$ cat src/design/bsa_pkg.sv
`timescale 1ns / 1ps
// ---------------------------------------------------------------------------
// bsa_pkg
// Shared types, codes and defaults of the bitmap slot allocator.
// ---------------------------------------------------------------------------
package bsa_pkg;

	localparam int DEF_MAP_WORDS = 128;
	localparam int DEF_WORD_BITS = 32;

	localparam int IDX_W      = 12;
	localparam int CNT_W      = 13;
	localparam int SIZE_W     = 17;
	localparam int CFG_IDX_W  = 2;
	localparam int CFG_DATA_W = 16;

	localparam logic [CFG_IDX_W-1:0] REG_READ_ONLY       = 2'd0;
	localparam logic [CFG_IDX_W-1:0] REG_INODE_COUNT     = 2'd1;
	localparam logic [CFG_IDX_W-1:0] REG_ZONE_COUNT      = 2'd2;
	localparam logic [CFG_IDX_W-1:0] REG_FIRST_DATA_ZONE = 2'd3;

	localparam logic        RST_READ_ONLY       = 1'b0;
	localparam logic [11:0] RST_INODE_COUNT     = 12'd4095;
	localparam logic [15:0] RST_ZONE_COUNT      = 16'd4100;
	localparam logic [15:0] RST_FIRST_DATA_ZONE = 16'd5;

	localparam logic REQ_ALLOC = 1'b0;
	localparam logic REQ_FREE  = 1'b1;

	typedef enum logic [1:0] {
		ST_OK       = 2'd0,
		ST_FULL     = 2'd1,
		ST_FREE_ERR = 2'd2,
		ST_RO       = 2'd3
	} status_t;

	typedef struct packed {
		logic        read_only;
		logic [11:0] inode_count;
		logic [15:0] zone_count;
		logic [15:0] first_data_zone;
	} cfg_t;

	typedef struct packed {
		logic has_clear;
		logic in_range;
	} word_stat_t;

endpackage

$ cat src/design/bsa_word_unit.sv
`timescale 1ns / 1ps
// ---------------------------------------------------------------------------
// bsa_word_unit
// Finds the lowest clear bit of one bitmap word and checks it against the map size.
// ---------------------------------------------------------------------------
module bsa_word_unit
	import bsa_pkg::*;
#(
	parameter int WORD_BITS = 32,
	parameter int BN_W      = 12,
	parameter int CW        = 17
) (
	input  logic [WORD_BITS-1:0] word,
	input  logic [BN_W-1:0]      base,
	input  logic [CW-1:0]        limit,
	output word_stat_t           stat,
	output logic [BN_W-1:0]      bit_num,
	output logic [WORD_BITS-1:0] set_word
);

	localparam int BI_W = $clog2(WORD_BITS);

	logic [BI_W-1:0] lc;

	always_comb begin
		lc = '0;
		for (int k = WORD_BITS - 1; k >= 0; k--) begin
			if (!word[k]) begin
				lc = BI_W'(k);
			end
		end
	end

	assign bit_num        = base + BN_W'(lc);
	assign stat.has_clear = ~&word;
	assign stat.in_range  = CW'(bit_num) < limit;
	assign set_word       = word | (WORD_BITS'(1) << lc);

endmodule

$ cat config.mk
export PLATFORM = sky130hd
export DESIGN_NAME = bsa_word_unit
export DESIGN_NICKNAME = d
export VERILOG_FILES = /design/src/design/bsa_pkg.sv /design/src/design/bsa_word_unit.sv
export SDC_FILE = /design/constraint.sdc
export NUM_CORES = 1
export LEC_CHECK = 0
export BUFFER_PORTS_ARGS = -buffer_cell sky130_fd_sc_hd__buf_2
export CAP_MARGIN = 15
export CORE_MARGIN = 5
export CORE_UTILIZATION = 45
export DETAILED_ROUTE_END_ITERATION = 8
export GPL_TIMING_DRIVEN = 0
export PLACE_DENSITY_LB_ADDON = 0.12
export SYNTH_ARGS = -nofsm -noshare
export SYNTH_HDL_FRONTEND = slang
export SYNTH_SLANG_ARGS = --single-unit
$ cat constraint.sdc
create_clock -name vclk -period 5.1
set_input_delay 0 -clock vclk [all_inputs]
set_output_delay 0 -clock vclk [all_outputs]
set_load 0.02 [all_outputs]
==> results.toml <==
[logic_synthesis]
netlist_instances = 224
syn-cell-area_mm2 = 0.00152
synth_top_cells_by_area = "sky130_fd_sc_hd__a21o_1, sky130_fd_sc_hd__ha_1, sky130_fd_sc_hd__nand2_1, sky130_fd_sc_hd__inv_1, sky130_fd_sc_hd__a41o_1"
synth_area_leader_cell = "sky130_fd_sc_hd__a21o_1"
syn_area_per_cell_um2 = 6.79
mappedNetlistNets = 300
yosysTopAreaCellShare_pct = 12.8
yosysWarnings = 0
unique_cell_type_count_in_the_yosys_netlist = 53
synth.yosys.seq_area_share_pct = 0

[worst_setup_path]
setup.worst_path.class = "in2out"
crit_slowest_cell = "sky130_fd_sc_hd__a311oi_2"
cpPeakStageDelay_ps = 530
path_cells = "buf_2 > nand2b_1 > a21boi_0 > o21ai_0 > a211oi_1 > o2111ai_1 > a311oi_2 > nand2b_1 > and2_1 > ha_1 > ha_1 > o21bai_4 > a32oi_2 > nor2b_1 > xnor2_1 > ha_1 > a21o_1 > a2111oi_0 > o21bai_1 > a21oi_1 > buf_2"
cp_data_arrival_time_ps = 4450
worstPathMaxFanout = 7
critical_path.startpoint_type = "input pin"
crit_top_cell = "sky130_fd_sc_hd__ha_1"
setup.worst_path.end_class = "primary output"
cpLargestDelayFamily = "compound AO/OA/AOI/OAI gates"
critPathRequiredTime_ps = 5100
cp_num_buf_inv = 2

[grt]
global_route.usage.total_pct = 21.3
grt_pass1_wl_mm = 8.00
number_of_antenna_violations_at_the_first_check_in_global_routing = 0
maximum_number_of_pins_on_one_net_before_global_route_repair = 11
grt_pass1_vias = 1819
globalRouteOverflowTotal = 0

[placement]
pre_cts_slack_ps = 695
hpwlAfterDp_mm = 4.40
placedCellCount = 375
port_buffers = 105
finalWeightedCongestion = 0.948
dpl_cell_area_mm2 = 0.00210

[floorplan]
dieArea_mm2 = 0.00464
row_count = 21
die_h_um = 68.1
initial_standard_cell_utilization_of_the_core_pct = 45.9
io_pins = 107
floorplan.die.width_um = 68.1
core_area_mm2 = 0.00331

[drt]
post_drt_wl_per_cell_um = 13.9
drt_first_pass_iters = 4
vias_per_cell = 5.53
detailedRoute.firstIterationViolations = 117
final_antenna_violating_net_count = 0
drcViolationCount = 0
total_number_of_vias = 2073
detail_route.wirelength_mm = 5.20

[clocking]
cts_resized = 0
post-cts-setup-buffers = 0
number_of_buffers_inserted_for_hold_repair_after_clock_tree_synthesis = 0

[layout]
fin_util_pct = 63.5
clock_buffers = 0
instances_no_fill = 375
flops_and_latches = 0
area_added_between_synthesis_and_finish_pct = 38.4
antenna-diode-count = 0
layout.nets = 407
post-route-cell-area_mm2 = 0.00210
seq_area_um2 = 0
drive_above_1_share_pct = 36.2

[sta]
final.setup.worst_slack_ps = 649
layout_worst_path_cycle_share_pct = 87.3
fin_setup_tns_ps = 0
post-route-min-period_ps = 4450
count_of_final_max_slew_check_failures = 0
maxClockFrequency_ghz = 0.225
maxSlewHeadroom_pct = 39.6
rsz_0062_raised_after_global_routing = "no"
final_setup_violations = 0
transition_at_the_pin_with_the_smallest_max_transition_slack_ps = 897
hold_viol = 0

[power_and_ir_drop]
ir_worst_vdd_uv = 36.9
pd_cells_mw_per_mm2 = 83.9
p_leak_uw = 0.00117

[worst_hold_path]
hold_path_class = "in2out"

[flow_run]
drv.max_cap_violation_count = 0

[run_status]
status = "finished clean"
-- worst paths after layout --
check | startpoint | endpoint | cells past startpoint
setup / recovery | word[31] | stat[0] | 21
hold / removal | base[11] | bit_num[11] | 3
-- layout make-up --
| class | instances | area, um2 |
|---|---|---|
| fill | 366 | 1210 |
| tap | 46 | 57.6 |
| buffer | 5 | 23.8 |
| timing repair buffer | 105 | 526 |
| multi-input combinational | 198 | 1420 |
| inverter | 21 | 78.8 |
-- cell usage after synthesis (all sizes together), types with 5 or more instances --
cell type,number
nor3,6
nand2,23
a21o,26
o21ai,8
and3,6
xnor2,5
nand3,7
a21oi,11
nand2b,5
nor2,14
a21boi,5
nand4,9
inv,21
ha,15
a41o,6
nor2b,5
-- per-layer routing --
layer	global-route usage, %	routed length, um	up-vias
li1	-	-	1055
met1	31.9	2420	913
met2	35.1	2260	101
met3	0.821	491	4
met4	0.744	24	0
met5	0	0	-
-- logic make-up (layout without fill, tap and decap cells) --
logic type	after synthesis	count (layout)	share of synthesized area, %
compound gates	79	79	41.8
xor+xnor	9	9	5.18
fa+ha+maj	16	16	13.0
buf+inv	26	131	6.75
other cells	1	1	0.247
simple gates	93	93	33.0
-- tightest hold or removal path: stages --
cell and delay [ps]:
sky130_fd_sc_hd__buf_2 90, sky130_fd_sc_hd__xor2_1 80, sky130_fd_sc_hd__buf_2 160
-- cell usage in the layout (no fill, tap or decap), drive strengths merged, types with 2 or more instances in the layout --
cell type	netlist	routed
a311oi	3	3
o21ai	8	8
nand4	9	9
nor2b	5	5
inv	21	21
and4	2	2
xor2	4	4
a21o	26	26
and2	4	4
a311o	2	2
clkbuf	3	3
and3	6	6
nor3	6	6
o21bai	2	2
xnor2	5	5
nor3b	4	4
nor4b	2	2
a41o	6	6
nand2	23	23
buf	2	107
a21oi	11	11
nor4	3	3
ha	15	15
a31o	4	4
nand2b	5	5
nand3	7	7
a21boi	5	5
nor2	14	14
-- through the flow --
step	power [uW]	hold slack, ps
after floorplan	107	141
after global placement	174	308
after detailed placement	176	319
after CTS	177	322
after global routing	195	336
final	176	322
-- power breakdown --
group / internal (uW) / switching [uW] / total [uW]
clock: 0 / 0 / 0
combinational: 73.5 / 103 / 176
sequential: 0 / 0 / 0
total: 73.5 / 103 / 176
Power figures use the tool's default switching activity.
