**src/design/bsa_pkg.sv**
```systemverilog
`timescale 1ns / 1ps
// ---------------------------------------------------------------------------
// bsa_pkg
// Shared types, codes and defaults of the bitmap slot allocator.
// ---------------------------------------------------------------------------
package bsa_pkg;

	localparam int DEF_MAP_WORDS = 128;
	localparam int DEF_WORD_BITS = 32;

	localparam int IDX_W      = 12;
	localparam int CNT_W      = 13;
	localparam int SIZE_W     = 17;
	localparam int CFG_IDX_W  = 2;
	localparam int CFG_DATA_W = 16;

	localparam logic [CFG_IDX_W-1:0] REG_READ_ONLY       = 2'd0;
	localparam logic [CFG_IDX_W-1:0] REG_INODE_COUNT     = 2'd1;
	localparam logic [CFG_IDX_W-1:0] REG_ZONE_COUNT      = 2'd2;
	localparam logic [CFG_IDX_W-1:0] REG_FIRST_DATA_ZONE = 2'd3;

	localparam logic        RST_READ_ONLY       = 1'b0;
	localparam logic [11:0] RST_INODE_COUNT     = 12'd4095;
	localparam logic [15:0] RST_ZONE_COUNT      = 16'd4100;
	localparam logic [15:0] RST_FIRST_DATA_ZONE = 16'd5;

	localparam logic REQ_ALLOC = 1'b0;
	localparam logic REQ_FREE  = 1'b1;

	typedef enum logic [1:0] {
		ST_OK       = 2'd0,
		ST_FULL     = 2'd1,
		ST_FREE_ERR = 2'd2,
		ST_RO       = 2'd3
	} status_t;

	typedef struct packed {
		logic        read_only;
		logic [11:0] inode_count;
		logic [15:0] zone_count;
		logic [15:0] first_data_zone;
	} cfg_t;

	typedef struct packed {
		logic has_clear;
		logic in_range;
	} word_stat_t;

endpackage

```
**src/design/bsa_ctrl.sv**
```systemverilog
`timescale 1ns / 1ps
// ---------------------------------------------------------------------------
// bsa_ctrl
// Request sequencer: start-word split, circular word scan, free check and result register.
// ---------------------------------------------------------------------------
module bsa_ctrl
	import bsa_pkg::*;
#(
	parameter int MAP_WORDS = 128,
	parameter int WORD_BITS = 32,
	parameter int WA        = 7,
	parameter int BN_W      = 12,
	parameter int CW        = 17
) (
	input  logic                 clk,
	input  logic                 arst_n,
	input  cfg_t                 cfg,
	input  logic                 in_valid,
	output logic                 in_stall,
	input  logic                 req_type,
	input  logic                 map_select,
	input  logic [IDX_W-1:0]     bit_index,
	output logic                 out_valid,
	input  logic                 out_stall,
	output logic [1:0]           status,
	output logic [IDX_W-1:0]     bit_number,
	output logic [CNT_W-1:0]     zones_in_use,
	output logic                 ram_we,
	output logic [WA:0]          ram_waddr,
	output logic [WORD_BITS-1:0] ram_wdata,
	output logic [WA:0]          ram_raddr,
	input  logic [WORD_BITS-1:0] ram_rdata,
	output logic [BN_W-1:0]      scan_base,
	output logic [CW-1:0]        scan_limit,
	input  word_stat_t           ws,
	input  logic [BN_W-1:0]      ws_bit,
	input  logic [WORD_BITS-1:0] ws_word
);

	localparam int BI_W   = $clog2(WORD_BITS);
	localparam int XW     = (BN_W > IDX_W) ? BN_W : IDX_W;
	localparam int ICNT_W = $clog2(MAP_WORDS + 1);
	localparam logic [CW-1:0]     STORE_BITS = CW'(MAP_WORDS * WORD_BITS);
	localparam logic [ICNT_W-1:0] ICNT_END   = ICNT_W'(MAP_WORDS);
	localparam logic [WA-1:0]     LAST_WORD  = WA'(MAP_WORDS - 1);
	localparam logic [IDX_W:0]    MW_L       = (IDX_W + 1)'(MAP_WORDS);

	typedef enum logic [7:0] {
		S_CLEAR    = 8'b00000001,
		S_IDLE     = 8'b00000010,
		S_PREP     = 8'b00000100,
		S_ROUTE    = 8'b00001000,
		S_SCAN     = 8'b00010000,
		S_FREE_RD  = 8'b00100000,
		S_FREE_CHK = 8'b01000000,
		S_DONE     = 8'b10000000
	} state_t;

	state_t              state_q;
	logic [WA:0]         clr_q;
	logic [ICNT_W-1:0]   icnt_q;
	logic                cv_s1;
	logic                out_valid_q;
	logic [CNT_W-1:0]    zcnt_q;

	logic                req_q;
	logic                sel_q;
	logic [IDX_W-1:0]    idx_q;
	logic [IDX_W-1:0]    dvd_q;
	logic [BI_W-1:0]     rem_q;
	logic [CW-1:0]       lim_q;
	logic [WA-1:0]       iw_q;
	logic [BN_W-1:0]     ibase_q;
	logic [WA-1:0]       cw_s1;
	logic [BN_W-1:0]     cbase_s1;
	status_t             res_status_q;
	logic [IDX_W-1:0]    res_bit_q;
	status_t             status_q;
	logic [IDX_W-1:0]    bit_number_q;
	logic [CNT_W-1:0]    zones_q;

	logic [SIZE_W-1:0]   zc1;
	logic [SIZE_W-1:0]   fdz;
	logic [SIZE_W-1:0]   raw_size;
	logic [CW-1:0]       msz;
	logic [IDX_W-1:0]    eidx;
	logic                q_in_store;
	logic [XW-1:0]       base_x;
	logic [XW-1:0]       bit_x;
	logic                issue;
	logic                hit;
	logic                miss_last;
	logic                target_set;
	logic                load;

	always_comb begin
		zc1 = SIZE_W'(cfg.zone_count) + SIZE_W'(1);
		fdz = SIZE_W'(cfg.first_data_zone);
		if (sel_q == 1'b0) begin
			raw_size = SIZE_W'(cfg.inode_count) + SIZE_W'(1);
		end else if (fdz > zc1) begin
			raw_size = '0;
		end else begin
			raw_size = zc1 - fdz;
		end
		msz = (CW'(raw_size) > STORE_BITS) ? STORE_BITS : CW'(raw_size);
		eidx = (req_q == REQ_ALLOC && CW'(idx_q) >= msz) ? '0 : idx_q;
	end

	assign q_in_store = {1'b0, dvd_q} < MW_L;
	assign base_x     = XW'(idx_q) - XW'(rem_q);
	assign bit_x      = XW'(ws_bit);

	assign issue      = (state_q == S_SCAN) && (icnt_q != ICNT_END);
	assign hit        = (state_q == S_SCAN) && cv_s1 && ws.has_clear && ws.in_range;
	assign miss_last  = (state_q == S_SCAN) && cv_s1 && !(ws.has_clear && ws.in_range)
		&& (icnt_q == ICNT_END);
	assign target_set = ram_rdata[rem_q];
	assign load       = (state_q == S_DONE) && (!out_valid_q || !out_stall);

	always_comb begin
		ram_we    = 1'b0;
		ram_waddr = {sel_q, cw_s1};
		ram_wdata = ws_word;
		ram_raddr = (state_q == S_SCAN) ? {sel_q, iw_q} : {sel_q, dvd_q[WA-1:0]};
		unique case (state_q)
			S_CLEAR: begin
				ram_we    = 1'b1;
				ram_waddr = clr_q;
				ram_wdata = '0;
			end
			S_SCAN: begin
				ram_we = hit;
			end
			S_FREE_CHK: begin
				ram_we    = target_set;
				ram_waddr = {sel_q, dvd_q[WA-1:0]};
				ram_wdata = ram_rdata & ~(WORD_BITS'(1) << rem_q);
			end
			default: begin
				ram_we = 1'b0;
			end
		endcase
	end

	always_ff @(posedge clk or negedge arst_n) begin
		if (!arst_n) begin
			state_q     <= S_CLEAR;
			clr_q       <= '0;
			icnt_q      <= '0;
			cv_s1       <= 1'b0;
			out_valid_q <= 1'b0;
			zcnt_q      <= '0;
		end else begin
			if (out_valid_q && !out_stall) begin
				out_valid_q <= 1'b0;
			end
			if (load) begin
				out_valid_q <= 1'b1;
			end
			unique case (state_q)
				S_CLEAR: begin
					clr_q <= clr_q + 1'b1;
					if (&clr_q) begin
						state_q <= S_IDLE;
					end
				end
				S_IDLE: begin
					if (in_valid) begin
						state_q <= cfg.read_only ? S_DONE : S_PREP;
					end
				end
				S_PREP: begin
					state_q <= S_ROUTE;
				end
				S_ROUTE: begin
					icnt_q <= '0;
					cv_s1  <= 1'b0;
					if (req_q == REQ_ALLOC) begin
						state_q <= S_SCAN;
					end else if (q_in_store) begin
						state_q <= S_FREE_RD;
					end else begin
						state_q <= S_DONE;
					end
				end
				S_SCAN: begin
					cv_s1 <= issue;
					if (issue) begin
						icnt_q <= icnt_q + 1'b1;
					end
					if (hit) begin
						if (sel_q && zcnt_q != '1) begin
							zcnt_q <= zcnt_q + 1'b1;
						end
						state_q <= S_DONE;
					end else if (miss_last) begin
						state_q <= S_DONE;
					end
				end
				S_FREE_RD: begin
					state_q <= S_FREE_CHK;
				end
				S_FREE_CHK: begin
					if (target_set && sel_q && zcnt_q != '0) begin
						zcnt_q <= zcnt_q - 1'b1;
					end
					state_q <= S_DONE;
				end
				S_DONE: begin
					if (load) begin
						state_q <= S_IDLE;
					end
				end
				default: begin
					state_q <= S_IDLE;
				end
			endcase
		end
	end

	always_ff @(posedge clk) begin
		case (state_q)
			S_IDLE: begin
				if (in_valid) begin
					req_q        <= req_type;
					sel_q        <= map_select;
					idx_q        <= bit_index;
					res_status_q <= ST_RO;
					res_bit_q    <= '0;
				end
			end
			S_PREP: begin
				lim_q <= msz;
				idx_q <= eidx;
				dvd_q <= eidx >> BI_W;
				rem_q <= eidx[BI_W-1:0];
			end
			S_ROUTE: begin
				iw_q         <= dvd_q[WA-1:0];
				ibase_q      <= base_x[BN_W-1:0];
				res_status_q <= ST_FREE_ERR;
				res_bit_q    <= '0;
			end
			S_SCAN: begin
				if (issue) begin
					cw_s1    <= iw_q;
					cbase_s1 <= ibase_q;
					if (iw_q == LAST_WORD) begin
						iw_q    <= '0;
						ibase_q <= '0;
					end else begin
						iw_q    <= iw_q + 1'b1;
						ibase_q <= ibase_q + BN_W'(WORD_BITS);
					end
				end
				if (hit) begin
					res_status_q <= ST_OK;
					res_bit_q    <= bit_x[IDX_W-1:0];
				end else if (miss_last) begin
					res_status_q <= ST_FULL;
					res_bit_q    <= '0;
				end
			end
			S_FREE_CHK: begin
				res_status_q <= target_set ? ST_OK : ST_FREE_ERR;
			end
			S_DONE: begin
				if (load) begin
					status_q     <= res_status_q;
					bit_number_q <= res_bit_q;
					zones_q      <= zcnt_q;
				end
			end
			default: begin
			end
		endcase
	end

	assign in_stall     = state_q != S_IDLE;
	assign out_valid    = out_valid_q;
	assign status       = status_q;
	assign bit_number   = bit_number_q;
	assign zones_in_use = zones_q;
	assign scan_base    = cbase_s1;
	assign scan_limit   = lim_q;

endmodule

```
**config.mk**
```make
export PLATFORM = sky130hd
export DESIGN_NAME = bsa_ctrl
export DESIGN_NICKNAME = d
export VERILOG_FILES = /design/src/design/bsa_pkg.sv /design/src/design/bsa_ctrl.sv
export SDC_FILE = /design/constraint.sdc
export NUM_CORES = 1
export LEC_CHECK = 0
export ABC_AREA = 1
export BUFFER_PORTS_ARGS = -buffer_cell sky130_fd_sc_hd__buf_2
export CORE_MARGIN = 8
export CORE_UTILIZATION = 41
export CTS_BUF_LIST = sky130_fd_sc_hd__clkbuf_16
export CTS_CLUSTER_DIAMETER = 100
export DETAILED_ROUTE_END_ITERATION = 8
export PLACE_DENSITY_LB_ADDON = 0.15
export SYNTH_ARGS = -nofsm -noshare
export SYNTH_HDL_FRONTEND = slang
export SYNTH_SLANG_ARGS = --single-unit
```
**constraint.sdc**
```tcl
create_clock -name clk -period 4.65 [get_ports clk]
set_clock_uncertainty 0.05 [all_clocks]
set_input_delay 0.6975 -clock clk [delete_from_list [all_inputs] [get_ports clk]]
set_output_delay 0.6975 -clock clk [all_outputs]
set_load 0.005 [all_outputs]
```
==> summary.txt, run 1 <==
Outcome
  – Status: finished with violations
  – Violated checks: negative setup slack

Critical path
  – Critical Path Sink Type: register
  – Worst reg2reg startpoint: sel_q$_DFFE_PP_
  – CP Launch Type: primary input
  – Largest fanout on the critical path: 6
  – Delay of the slowest critical-path stage: 0.28 ns
  – Required @ worst endpoint: about 4.8 ns
  – Last element of the critical path: idx_q[11]$_DFFE_PP_
  – Worst Setup SP: cfg[16]
  – Slowest-stage cell, CP: ha_4
  – Worst r2r dst: idx_q[11]$_DFFE_PP_
  – Reg2reg setup slack: 1.03 ns
  – CP most frequent cell: nand2_1
  – R2R cell count: 23
  – Worst setup path class: in2reg
  – Critical path arrival: a little under 5 ns

Synth
  – Mapped Avg Cell Area: about 8.2 um2
  – YS warnings: 0
  – Sequential fraction of the synthesis area: between 40 and 50%
  – Mapped Cells: 1,257
  – EDFF count, synth: ~120
  – Commonest register cell after synthesis: edfxtp_1
  – Post-synth ARST share: 24.22%
  – Register bit count reported by yosys: about 160
  – Synthesized area: 10,350 um2
  – Yosys cell types: 51

Placement
  – Buffers on Ports: ~250
  – Placed cell area: around 13,000 um2
  – Dpl ws: -0.6696 ns
  – Placed insts: roughly 1,900
  – Global placement routability congestion: about 0.85
  – Final HPWL DP: about 23 mm

STA
  – Worst-Margin Slew: around 1.2 ns
  – Fin. Hold Viols: 0
  – Maximum clock frequency: 207.6 MHz
  – Slew Limit Fails: 0
  – Final Setup Violations: 24
  – RSZ-0062 raised after global routing: yes
  – Worst hold margin: 0.3575 ns
  – Fin crit share: 103.6%
  – Setup WS post-layout: -0.1671 ns
  – Slew headroom: 20.27%
  – Tmin final: 4.817 ns

Routing
  – Vias: between 9,000 and 10,000
  – Antenna Nets Post-Route: 0
  – DRT Wirelength: ~30 mm
  – Residual DRC: 0
  – Initial DRC count: roughly 750
  – Pre-antenna DRT Iters: 5
  – Avg Vias per Cell: roughly 5.0
  – Routed WL per cell: ~16 um

Power and ir drop
  – Pleak: roughly 6.5 nW
  – PwrDens: ~430 nW/um2
  – Peak supply drop: 0.2180 mV

Cells and area
  – Commonest non-fill, non-tap cell in the layout: nand2_1
  – Share of layout cells above drive strength 1: around 29%
  – Synth-to-Final Area Change: 31.25%
  – Layout net count: approximately 1,800
  – Final core occ: 54.43%
  – Non-Filler Instances: slightly below 2,000
  – Most frequent cells in the layout: 264 x nand2_1, 245 x buf_2, 160 x inv_1, 122 x edfxtp_1, 106 x nor2_1
  – Design Area, Final: ~14,000 um2

Floorplan
  – Initial Utilization: between 40% and 50%
  – Die area: between 30,000 and 40,000 um2
  – Total core area: about 25,000 um2
  – Die width: between 150 and 200 um
  – I/O Pins: between 200 and 250
  – Row count: 58
  – Die height: roughly 170 um

Clocking
  – Maximum root-to-sink buffer count: 2
  – TritonCTS Buffers: 17
  – Worst-path clk slew: 0.07 ns
  – CTS sink count: around 160
  – Htree depth: 4
  – CTS tree: done
  – Root Buffer: clkbuf_16
  – Clk_lat worst skew: between 0.4 and 0.5 ns
  – Hold buffers post-CTS: 0

Global routing
  – First-pass GRT wire length: 48.54 mm
  – Largest net degree at the start of global routing: 43
  – Total track usage: between 10% and 20%
  – Vias in the first global route: 9,678
  – Total gr overflow: 0
  – Antenna violations before repair: 1

Run
  – Max_cap viols: 0

Worst hold path
  – Min-delay worst type: in2async
## worst max-delay path: cells and delay by family
family          cells  cell delay [ns]
xor+xnor            1             0.16
fa+ha+maj           3             0.69
simple gates       24             2.43
compound gates      2             0.32
buf+inv             5             0.64
## synth_stat cells, drive strengths merged, types with 9 or more instances
| cell | instances | area, um2 |
|---|---|---|
| a21oi | 53 | 269.0 |
| a22oi | 9 | 67.56 |
| a32o | 19 | 190.2 |
| buf | 18 | 105.1 |
| clkbuf | 21 | 78.83 |
| dfrtp | 38 | 950.9 |
| edfxtp | 122 | 3664 |
| ha | 51 | 638.1 |
| inv | 174 | 653.1 |
| nand2 | 292 | 1109 |
| nand3 | 96 | 485.5 |
| nand4 | 40 | 250.2 |
| nor2 | 122 | 488.0 |
| nor3 | 15 | 75.07 |
| nor4 | 11 | 90.08 |
| o21ai | 77 | 385.4 |
| xnor2 | 14 | 122.6 |
| xor2 | 38 | 332.8 |
## area by class of cell
cell class,count,area [um2]
Antenna cell,1,2.502
Clock buffer,17,425.4
Clock inverter,15,147.6
Fill cell,2333,11380
Inverter,175,656.9
Multi-Input combinational cell,886,5191
Sequential cell,161,4641
Tap cell,330,412.9
Timing Repair Buffer,351,2111
## cells by family (layout without fill, tap and decap cells)
logic type	Yosys count	in the layout	share of synthesized area, %
AOI/OAI and AO/OA	185	185	10.78
xor gates and xnor gates	52	52	4.399
adders and majority gates	54	54	6.744
buffers and inverters	214	558	8.122
DFF	161	161	44.83
other	1	5	0.03622
and+or+nand+nor	590	591	25.09
## per-stage QoR
step | TNS [ns] | total power, mW
global placement | -13.74 | 4.251
global route | -11.21 | 6.236
CTS | -1.244 | 5.723
detailed placement | -15.45 | 4.303
finish | -3.440 | 5.831
floorplan | -3.566 | 3.540
## where the power goes
group | switching (mW) | internal (mW) | total (mW)
registers | 0.276 | 2.01 | 2.29
clock network | 0.627 | 0.753 | 1.38
logic | 1.28 | 0.886 | 2.16
total | 2.18 | 3.65 | 5.83
## metal layers
layer	vias to the layer above	global-route usage (%)	share of wire, %
li1	4926	-	-
met1	4446	25.68	45
met2	345	31.12	46
met3	44	4.403	6.9
met4	0	5.899	2.0
met5	-	0	0
## what timing repair did
action                     4_1_cts  5_1_grt
gates cloned                     1        3
gates resized for setup          7       53
setup endpoints to repair       24       24
buffers inserted                 1        9
pin swaps                       10       17
## registers in the layout (all words and copies together) (netlist names), 12 cells and up
signal        flops
scan_limit       17
zcnt_q           13
zones_in_use     13
scan_base        12
ibase_q          12
idx_q            12
bit_number       12
res_bit_q        12
## worst min-delay path by stage
stage	start	to	slack, ns	depth (start not counted)
after floorplan	arst_n	clr_q[0]$_DFFE_PN0N_	0.35	0
after global placement	res_bit_q[11]$_SDFFCE_PN0P_	bit_number[11]$_DFFE_PP_	0.35	0
after detailed placement	res_bit_q[1]$_SDFFCE_PN0P_	bit_number[1]$_DFFE_PP_	0.35	0
after CTS	res_bit_q[1]$_SDFFCE_PN0P_	bit_number[1]$_DFFE_PP_	0.37	0
after global routing	res_bit_q[1]$_SDFFCE_PN0P_	bit_number[1]$_DFFE_PP_	0.37	0
final	arst_n	zcnt_q[2]$_DFFE_PN0P_	0.36	1
Power figures use the tool's default switching activity.
==> run 2, diff against run 1 <==
--- a/config.mk
+++ b/config.mk
@@ -7,12 +7,13 @@
 export LEC_CHECK = 0
 export ABC_AREA = 1
 export BUFFER_PORTS_ARGS = -buffer_cell sky130_fd_sc_hd__buf_2
-export CORE_MARGIN = 8
+export CORE_MARGIN = 2
 export CORE_UTILIZATION = 41
 export CTS_BUF_LIST = sky130_fd_sc_hd__clkbuf_16
 export CTS_CLUSTER_DIAMETER = 100
 export DETAILED_ROUTE_END_ITERATION = 8
-export PLACE_DENSITY_LB_ADDON = 0.15
+export PLACE_DENSITY_LB_ADDON = 0.08
+export SKIP_CTS_REPAIR_TIMING = 1
 export SYNTH_ARGS = -nofsm -noshare
 export SYNTH_HDL_FRONTEND = slang
 export SYNTH_SLANG_ARGS = --single-unit
==> run 2 against run 1 <==
Effect of this change: the flow still finishes with violations (negative setup slack); first-iteration DRC count shrank 5.0%; register-to-register slack lost 0.14 ns; wire length shrank 3.2%; setup slack gained 0.024 ns; die area shrank 13%; non-clock buffer count grew 8; via count shrank 0.10%; combinational power is essentially flat; worst hold slack gained 0.012 ns; final area grew 0.83%; global-route usage grew 2.6 points; maximum frequency grew 0.50%; critical path type unchanged; critical endpoint unchanged; largest cell class unchanged; largest power group unchanged.
==> summary.txt, run 2 (same netlist as run 1, synthesis figures left out) <==
STA
  – Slew headroom: a little over a fifth
  – Worst-Margin Slew: approximately 1.2 ns
  – Slew Limit Fails: 0
  – Maximum clock frequency: roughly 210 MHz
  – Tmin final: ~4.8 ns
  – Fin. Hold Viols: 0
  – Setup WS post-layout: -0.1429 ns
  – RSZ-0062 raised after global routing: yes
  – Fin crit share: 103.1%
  – Final Setup Violations: 24
  – Setup_tns: -3.142 ns

Critical path
  – Critical Path Sink Type: register
  – Delay of the slowest critical-path stage: between 0.2 and 0.3 ns
  – Largest fanout on the critical path: 6
  – CP most frequent cell: nand2_1
  – CP Launch Type: primary input
  – Required @ worst endpoint: 4.79 ns
  – Slowest-stage cell, CP: ha_1
  – Worst setup path class: in2reg
  – Critical path arrival: just under 5 ns

Floorplan
  – I/O Pins: around 250
  – Die height: between 150 and 200 um
  – Initial Utilization: about two fifths
  – Die area: 26,540 um2
  – Row count: 58
  – Die width: 162.9 um
  – Total core area: approximately 25,000 um2

Clocking
  – TritonCTS Buffers: 17
  – CTS tree: done
  – CTS sink count: between 150 and 200
  – Worst-path clk slew: 0.07 ns
  – Htree depth: 4
  – Maximum root-to-sink buffer count: 2
  – Clk_lat worst skew: around 0.43 ns
  – Root Buffer: clkbuf_16

Cells and area
  – Filler Cell Count: between 2,000 and 2,500
  – Final core occ: between 50% and 60%
  – Synth-to-Final Area Change: 32.34%
  – Max FFs per register: 17
  – Design Area, Final: 13,700 um2
  – Share of layout cells above drive strength 1: ~29%
  – Layout net count: between 1,500 and 2,000
  – Most frequent cells in the layout: 270 x nand2_1, 244 x buf_2, 163 x inv_1, 122 x edfxtp_1, 106 x buf_4
  – Commonest non-fill, non-tap cell in the layout: nand2_1

Run
  – Max_cap viols: 0

Power and ir drop
  – PwrDens: 435.4 nW/um2
  – Pleak: around 6.6 nW
  – Peak supply drop: ~0.26 mV

Outcome
  – Violated checks: negative setup slack
  – Status: finished with violations

Routing
  – Avg Vias per Cell: approximately 5.0
  – DRT Wirelength: about 29 mm
  – Pre-antenna DRT Iters: 5
  – Residual DRC: 0
  – Initial DRC count: a little over 700
  – Routed WL per cell: about 15 um
  – Antenna Nets Post-Route: 0
  – Vias: between 9,000 and 10,000

Placement
  – Final HPWL DP: ~22 mm
  – Global placement routability congestion: between 0.8 and 0.9
  – Placed cell area: around 13,000 um2
  – Buffers on Ports: between 200 and 250

Global routing
  – Total track usage: 22.00%
  – Total gr overflow: 0
  – Vias in the first global route: between 9,000 and 10,000
  – Largest net degree at the start of global routing: 43
  – Antenna violations before repair: 1
  – First-pass GRT wire length: approximately 46 mm

Worst hold path
  – Min-delay worst type: reg2reg
==> run 2: final cells by class <==
cell class	count	area (um2)	area share, %
multi-input cells	886	5162	37.68
flip-flops and latches	161	4641	33.87
repair buffers	359	2193	16.01
inverters	175	656.9	4.795
clock buffers	17	425.4	3.105
well taps	330	412.9	3.014
clock inverters	15	206.4	1.507
diodes	1	2.502	0.01826
==> run 2: metrics by stage <==
stage | hold WS [ns] | std cells | power [mW] | worst slack (ns)
2_1_floorplan | 0.3503 | 1260 | 3.540 | -0.1830
3_3_place_gp | 0.3508 | 1903 | 4.316 | -0.6093
3_5_place_dp | 0.3562 | 1903 | 4.347 | -0.7635
4_1_cts | 0.3704 | 1935 | 5.880 | -0.3306
5_1_grt | 0.3807 | 1944 | 6.385 | -0.5633
6_report | 0.3696 | 1944 | 5.965 | -0.1429
==> run 2: final timing paths <==
| kind | from | end | slack, ns | cells after the start |
|---|---|---|---|---|
| max | cfg[17] | idx_q[11]$_DFFE_PP_ | -0.14 | 36 |
| min in group asynchronous | arst_n | zcnt_q[6]$_DFFE_PN0P_ | 0.38 | 1 |
| min reg2reg | res_status_q[0]$_DFFE_PP_ | status[0]$_DFFE_PP_ | 0.37 | 0 |
| max reg2reg | sel_q$_DFFE_PP_ | idx_q[11]$_DFFE_PP_ | 0.89 | 26 |
| max in group asynchronous | arst_n | clr_q[0]$_DFFE_PN0N_ | 3.58 | 1 |
| min | res_status_q[0]$_DFFE_PP_ | status[0]$_DFFE_PP_ | 0.37 | 0 |
==> run 2: per-layer routing <==
layer	vias to the layer above	global-route usage, %	part of all wire, %
li1	4941	-	-
met5	-	0	0
met3	31	3.489	6.0
met2	310	36.71	46
met4	0	5.591	1.8
met1	4469	29.90	46
==> run 2: critical path, delay by kind of cell <==
kind,cells,cell delay [ns]
AO/OA/AOI/OAI,3,0.45
XOR/XNOR,1,0.17
adder cells (fa/ha/maj),3,0.68
buffers and inverters,4,0.48
AND/OR/NAND/NOR,25,2.43
==> run 2: power by group <==
group	switching, mW	internal (mW)	leakage, nW
combinational	1.27	0.889	4.70
clock	0.615	0.907	0.304
sequential	0.277	2.01	1.61
==> run 3, diff against run 2 <==
--- a/config.mk
+++ b/config.mk
@@ -6,12 +6,13 @@
 export NUM_CORES = 1
 export LEC_CHECK = 0
 export ABC_AREA = 1
-export BUFFER_PORTS_ARGS = -buffer_cell sky130_fd_sc_hd__buf_2
+export BUFFER_PORTS_ARGS = -buffer_cell sky130_fd_sc_hd__buf_4
 export CORE_MARGIN = 2
 export CORE_UTILIZATION = 41
 export CTS_BUF_LIST = sky130_fd_sc_hd__clkbuf_16
 export CTS_CLUSTER_DIAMETER = 100
 export DETAILED_ROUTE_END_ITERATION = 8
+export MAX_ROUTING_LAYER = met4
 export PLACE_DENSITY_LB_ADDON = 0.08
 export SKIP_CTS_REPAIR_TIMING = 1
 export SYNTH_ARGS = -nofsm -noshare
==> run 3 against run 2 <==
Effect of this change: the flow still finishes with violations (negative setup slack); clock power is 17% lower; sequential cell count is the same; worst hold slack worse by 0.16 ns; critical path depth increased by 2; final cell count barely moved; maximum frequency barely moved; count of clock-buffer cells in the layout did not move; global-route usage up 0.93 points; wire length is 2.5% higher; power is 2.6% lower; critical endpoint is now idx_q[9]$_DFFE_PP_.
==> summary.txt, run 3 (same netlist as run 1, synthesis figures left out) <==
Outcome
  – Status: finished with violations
  – Violated checks: negative setup slack

Critical path
  – CP most frequent cell: nand2_1
  – Delay of the slowest critical-path stage: around 0.35 ns
  – Crit path buf inv count: 4
  – Slowest-stage cell, CP: ha_1
  – CP Launch Type: primary input
  – Worst setup path class: in2reg
  – Worst path depth: 38
  – Delay-heaviest family, CP: simple AND/OR/NAND/NOR gates
  – Critical Path Sink Type: register
  – Reg2reg setup slack: 0.89 ns
  – Largest fanout on the critical path: 6
  – Critical path arrival: between 4 and 5 ns
  – Worst reg2reg startpoint: sel_q$_DFFE_PP_
  – Required @ worst endpoint: around 4.8 ns
  – R2R cell count: 26
  – Worst r2r dst: idx_q[9]$_DFFE_PP_

Routing
  – Avg Vias per Cell: approximately 5
  – Residual DRC: 0
  – DRT Wirelength: ~30 mm
  – Antenna Nets Post-Route: 0
  – Pre-antenna DRT Iters: 5
  – Initial DRC count: slightly below 900
  – Routed WL per cell: 15.57 um
  – Vias: slightly below 10,000

Cells and area
  – Register Area: about 4600 um2
  – Filler Cell Count: 2,328
  – Synth-to-Final Area Change: 37.41%
  – Commonest non-fill, non-tap cell in the layout: buf_4
  – Multi-input logic area: roughly 5200 um2
  – Max FFs per register: 17
  – Final core occ: a little under three fifths
  – Design Area, Final: approximately 14,000 um2
  – Most frequent cells in the layout: 350 x buf_4, 263 x nand2_1, 165 x inv_1, 122 x edfxtp_1, 103 x nor2_1
  – Non-Filler Instances: roughly 1,900
  – Layout net count: approximately 1,800
  – Share of layout cells above drive strength 1: roughly 30%

STA
  – Maximum clock frequency: between 200 and 250 MHz
  – Tmin final: between 4 and 5 ns
  – Fin crit share: 103.0%
  – Fin. Hold Viols: 0
  – Final Setup Violations: 24
  – Worst-Margin Slew: 1.232 ns
  – Setup_tns: -2.932 ns
  – Slew Limit Fails: 0
  – Setup WS post-layout: -0.1389 ns
  – RSZ-0062 raised after global routing: yes
  – Slew headroom: 17.85%

Clocking
  – Root Buffer: clkbuf_16
  – Worst-path clk slew: roughly 0.070 ns
  – CTS tree: done
  – Maximum root-to-sink buffer count: 2
  – TritonCTS Buffers: 17
  – CTS sink count: between 150 and 200
  – Htree depth: 4
  – Clk_lat worst skew: about 0.42 ns

Floorplan
  – Die area: between 20,000 and 30,000 um2
  – Die width: ~160 um
  – Total core area: around 25,000 um2
  – Die height: 162.9 um
  – Initial Utilization: just over 40%
  – Row count: 58
  – I/O Pins: between 200 and 250

Global routing
  – First-pass GRT wire length: around 47 mm
  – Total track usage: between 20% and 30%
  – Vias in the first global route: ~9,300
  – Antenna violations before repair: 1
  – Total gr overflow: 0
  – Largest net degree at the start of global routing: 43

Run
  – Max_cap viols: 0

Power and ir drop
  – PwrDens: around 410 nW/um2
  – Pleak: a little under 7 nW
  – Peak supply drop: about 0.27 mV

Worst hold path
  – Min-delay worst type: in2async

Placement
  – Global placement routability congestion: 0.8944
  – Placed insts: roughly 1,900
  – Final HPWL DP: roughly 23 mm
  – Placed cell area: 13,330 um2
  – Buffers on Ports: roughly 250
## run 3: how the worst max path moves through the flow
stage	start	endpoint	slack [ns]
detailed placement	cfg[16]	idx_q[0]$_DFFE_PP_	-0.71
CTS	cfg[16]	idx_q[0]$_DFFE_PP_	-0.29
floorplan	cfg[16]	idx_q[3]$_DFFE_PP_	-0.18
global placement	cfg[16]	idx_q[6]$_DFFE_PP_	-0.60
finish	cfg[16]	idx_q[9]$_DFFE_PP_	-0.14
global route	cfg[16]	idx_q[9]$_DFFE_PP_	-0.49
## run 3: metrics by stage
stage	hold WS [ns]	power [mW]	setup slack, ns
after floorplan	0.3503	3.540	-0.1830
after global placement	0.3511	4.398	-0.5991
after detailed placement	0.3545	4.430	-0.7140
after CTS	0.2214	5.695	-0.2884
after global routing	0.2444	6.213	-0.4889
final	0.2123	5.807	-0.1389
## run 3: routing by layer
metal  wire [um]  GRT usage (%)
met3        1980          3.998
met1       13760          29.90
met5           0              -
met2       13870          36.73
met4         635          6.798
## run 3: power by group
group	internal, mW	switching [mW]	total, mW
Combinational	0.981	1.27	2.25
Sequential	2.01	0.282	2.29
Clock	0.678	0.582	1.26
Total	3.67	2.14	5.81
## run 3: worst register-to-register path, delay by kind of cell, from the launching register on
family / cells / cell delay (ns)
buffers and inverters: 3 / 0.81
adder cells (fa/ha/maj): 1 / 0.28
AND/OR/NAND/NOR: 21 / 1.88
flip-flops: 1 / 0.36
AO/OA/AOI/OAI: 1 / 0.13
## run 3: layout make-up
class	instances	share of cell area (%)
Antenna cell	1	0.01759
Timing Repair Buffer	358	19.45
Multi-Input combinational cell	886	36.75
Inverter	175	4.618
Tap cell	330	2.903
Clock buffer	17	2.991
Sequential cell	161	32.62
Clock inverter	15	0.6509
